### config.mk
export PLATFORM = sky130hd
export DESIGN_NAME = ssta_entry_unit
export DESIGN_NICKNAME = d
export VERILOG_FILES = /design/src/hw/rtl/ssta_pkg.sv /design/src/hw/rtl/ssta_entry_unit.sv
export SDC_FILE = /design/constraint.sdc
export NUM_CORES = 1
export LEC_CHECK = 0
export ABC_AREA = 1
export BUFFER_PORTS_ARGS = -buffer_cell sky130_fd_sc_hd__buf_4
export CAP_MARGIN = 15
export CORE_AREA = 2 2 162 164
export DETAILED_ROUTE_END_ITERATION = 8
export DIE_AREA = 0 0 164 166
export RECOVER_POWER = 100
export SETUP_SLACK_MARGIN = 0.5
export SYNTH_ARGS = -nofsm -noshare
export SYNTH_HDL_FRONTEND = slang
export SYNTH_SLANG_ARGS = --single-unit
### constraint.sdc
create_clock -name vclk -period 11.6
set_input_delay 1.74 -clock vclk [all_inputs]
set_output_delay 1.74 -clock vclk [all_outputs]
set_load 0.03 [all_outputs]
### src/hw/rtl/ssta_pkg.sv
package ssta_pkg;

	// Default table size and reset value of the stale timeout.
	localparam int          TABLE_DEPTH = 64;
	localparam logic [31:0] TIMEOUT_RST = 32'd30000;
	localparam logic [15:0] HITS_MAX    = 16'hFFFF;

	// Item kinds.
	localparam logic FUNC_OBS   = 1'b0;
	localparam logic FUNC_SWEEP = 1'b1;

	// Result outcome codes.
	localparam logic [1:0] OUT_UPDATE = 2'd0;
	localparam logic [1:0] OUT_INSERT = 2'd1;
	localparam logic [1:0] OUT_DROP   = 2'd2;
	localparam logic [1:0] OUT_SWEEP  = 2'd3;

	// One table entry as held in the entry memory.
	typedef struct packed {
		logic [47:0]       addr;
		logic [31:0]       first_seen;
		logic [31:0]       last_seen;
		logic [15:0]       hits;
		logic signed [7:0] signal;
		logic [3:0]        channel;
		logic [1:0]        method;
		logic              active;
	} entry_t;

	// Status of one entry after it went through the entry unit.
	typedef struct packed {
		logic match;
		logic active;
	} eval_t;

endpackage

### src/hw/rtl/ssta_entry_unit.sv
module ssta_entry_unit (
	input  ssta_pkg::entry_t  entry,
	input  logic              func,
	input  logic              found,
	input  logic [47:0]       station_addr,
	input  logic signed [7:0] signal_dbm,
	input  logic [3:0]        radio_channel,
	input  logic [31:0]       now_ms,
	input  logic [31:0]       timeout,
	output ssta_pkg::entry_t  upd,
	output ssta_pkg::eval_t   eval
);

	logic        match;
	logic [31:0] age;

	// Address compare; only the first matching entry of an observation counts.
	assign match = (func == ssta_pkg::FUNC_OBS) && !found && (entry.addr == station_addr);

	// Refresh on a hit, with the hit count saturating.
	always_comb begin
		upd = entry;
		if (match) begin
			upd.signal    = signal_dbm;
			upd.channel   = radio_channel;
			upd.last_seen = now_ms;
			upd.active    = 1'b1;
			if (entry.hits != ssta_pkg::HITS_MAX) begin
				upd.hits = entry.hits + 16'd1;
			end
		end
		// Aging: the difference wraps modulo 2^32.
		age = now_ms - upd.last_seen;
		if (age > timeout) begin
			upd.active = 1'b0;
		end
	end

	assign eval.match  = match;
	assign eval.active = upd.active;

endmodule

==> impl_metrics.env <==
export IMPL_status="finished, final reports clean"
export IMPL_syn_inst=965
export IMPL_cts_resized=0
export IMPL_syn_area_um2=5360
export IMPL_busiest_layer="met2"
export IMPL_p_per_area_nw_per_um2=47.3
export IMPL_critPathLaunchType="input pin"
export IMPL_grt_pass1_vias=6250
export IMPL_core_um2=25600
export IMPL_grt_use_met2=0.259
export IMPL_seq_cell_count=0
export IMPL_critical_path_slowest_cell="inv_4"
export IMPL_synthesis_nets=1299
export IMPL_cts_setup_buffers=0
export IMPL_syn_area_per_cell_um2=5.56
export IMPL_die_area_um2=27200
export IMPL_whs_ns=3.48
export IMPL_hp_class="input pin to output port"
export IMPL_yosys_area_share_simple=0.377
export IMPL_num_rows=59
export IMPL_crit_fanout=49
export IMPL_synthTopCellsByArea="nand2_1 18%, ha_1 15%, buf_4 12%"
export IMPL_clockBufferCount=0
export IMPL_place_congestion=0.940
export IMPL_start_util=0.209
export IMPL_holdBufCountCts=0
export IMPL_synth_xor_area_frac=0.0681
export IMPL_via_per_inst=4.23
export IMPL_num_vias=6560
export IMPL_ff_latch_area_um2=0
export IMPL_dieWidth_um=164
export IMPL_dieHeight_um=166
export IMPL_utilization=0.287
export IMPL_yosys_warnings=0
export IMPL_cpMostUsedCell="nand2_1"
export IMPL_grt_max_degree=50
export IMPL_hold_violations=0
export IMPL_yosysTopAreaCellShare=0.181
export IMPL_grt_overflow=0
export IMPL_critical_path_max_stage_delay_ns=0.49
export IMPL_crit_arrival_ns=7.83
export IMPL_seq_area_frac_synth=0
export IMPL_ys_types=48
export IMPL_synth_top_family_by_area="simple AND/OR/NAND/NOR gates"
export IMPL_min_period_over_period=0.825
export IMPL_worstSetupPathType="input pin to output port"
export IMPL_wire_per_inst_um=14.1
export IMPL_required_ns=9.86
export IMPL_relSlewSlack=0.345
export IMPL_grt_total_usage=0.149
export IMPL_area_growth_pct=37.0
export IMPL_drc=0
export IMPL_use_met3=0.0145
export IMPL_layout_min_cycle_time_ns=9.57
export IMPL_synth_most_common_cell="nand2_1"
export IMPL_nFillCells=2964
export IMPL_drive_gt1_frac=0.267
export IMPL_endpoint_kind="output port"
export IMPL_worst_pin_slew_ns=0.972
export IMPL_synth_compound_area_frac=0.140
export IMPL_synthTopCellsByCount="259 x nand2_1, 167 x inv_1, 85 x buf_4, 75 x nor2_1, 64 x ha_1"
export IMPL_drt_total_wl_um=21800
export IMPL_drtIter0Drc=345
export IMPL_maxCapViolations=0
export IMPL_diodes=0
export IMPL_use_met1=0.209
export IMPL_hpwl_um=20000
export IMPL_rsz0062_at_grt="no"
export IMPL_irDropWorstVdd_mv=0.0212
export IMPL_tns_ns=0
export IMPL_grt_pass1_wl_um=32400
export IMPL_yosys_area_top_type="nand2_1"
export IMPL_ant_nets=0
export IMPL_port_buffers=346
export IMPL_finalNetCount=1553
export IMPL_muxShareOfSynthArea=0
export IMPL_drv_slew=0
export IMPL_setup_violations_final=0
export IMPL_io_pins=414
export IMPL_synthAdderAreaFrac=0.153
export IMPL_fmax_ghz=0.104
export IMPL_antenna_found_initial=0
export IMPL_drtPass1Iterations=5
export IMPL_leakage_nw=4.16
## layout make-up
class / instances / area [um2] / share of cell area
Multi-Input combinational cell: 683 / 3920 / 0.534
Timing Repair Buffer: 346 / 2290 / 0.312
Tap cell: 335 / 419 / 0.0571
Inverter: 188 / 709 / 0.0966
## power by group
group | switching (mW) | leakage, nW | total (mW) | internal, mW
Clock | 0 | 0 | 0 | 0
Sequential | 0 | 0 | 0 | 0
Combinational | 0.205 | 4.16 | 0.347 | 0.142
## stage by stage
step | worst slack, ns | instances | cell area (um2) | total power, mW
3_3_place_gp | 2.26 | 1552 | 7680 | 0.359
6_report | 2.03 | 1552 | 7350 | 0.347
2_1_floorplan | 3.31 | 965 | 5360 | 0.244
5_1_grt | 1.20 | 1552 | 7350 | 0.387
3_5_place_dp | 2.23 | 1552 | 7680 | 0.363
4_1_cts | 2.22 | 1552 | 7680 | 0.365
## final timing paths
check,startpoint,endpoint,cells after the start
worst max-delay path,station_addr[46],upd[0],37
worst min-delay path,entry[67],upd[67],0
## worst max-delay path: cells and delay by family
| kind | cells | cell delay [ns] |
|---|---|---|
| adder cells (fa/ha/maj) | 2 | 0.63 |
| AND/OR/NAND/NOR | 27 | 3.41 |
| buffers and inverters | 4 | 1.01 |
| AO/OA/AOI/OAI | 4 | 1.04 |
## cell usage in the layout, fill, tap and decap left out, types with 2 or more instances in the layout
master    Yosys  final
or2_1         4      4
nor4_1        4      4
xnor2_1      14     14
inv_2        18     17
a31oi_1       2      2
a21oi_1      46     47
o22ai_1       3      3
o21ai_0      28     52
buf_4        85    265
nand4_1      12     12
clkbuf_1      3     81
nand2_2       9      9
inv_1       167    167
nor2_1       75     76
o21ai_2       4      4
o21bai_1      3      3
nor2_2        3      2
nand3_2       3      3
a211oi_1      4      4
nand2_4      10     10
or2_0        19     19
clkinv_1      1      2
nand3_1      27     27
ha_1         64     64
xor2_2        2      2
nand3_4       3      3
or2_2         5      5
o221a_2       2      2
nor3_1       11     12
o21ai_1      31      8
xor2_1       24     24
nand2_1     259    259
## layer usage
metal  vias to the layer above  part of all wire
li1                       3431                 -
met1                      2862              0.46
met2                       255              0.47
met3                        12             0.060
met4                         0            0.0066
met5                         -                 0
## cell families after synthesis
kind of cell / count (synthesis)
buffers and inverters: 282
and+or+nand+nor: 447
AOI/OAI and AO/OA: 131
adders and majority gates: 65
xor gates and xnor gates: 40
(Power assumes the default switching activity.)
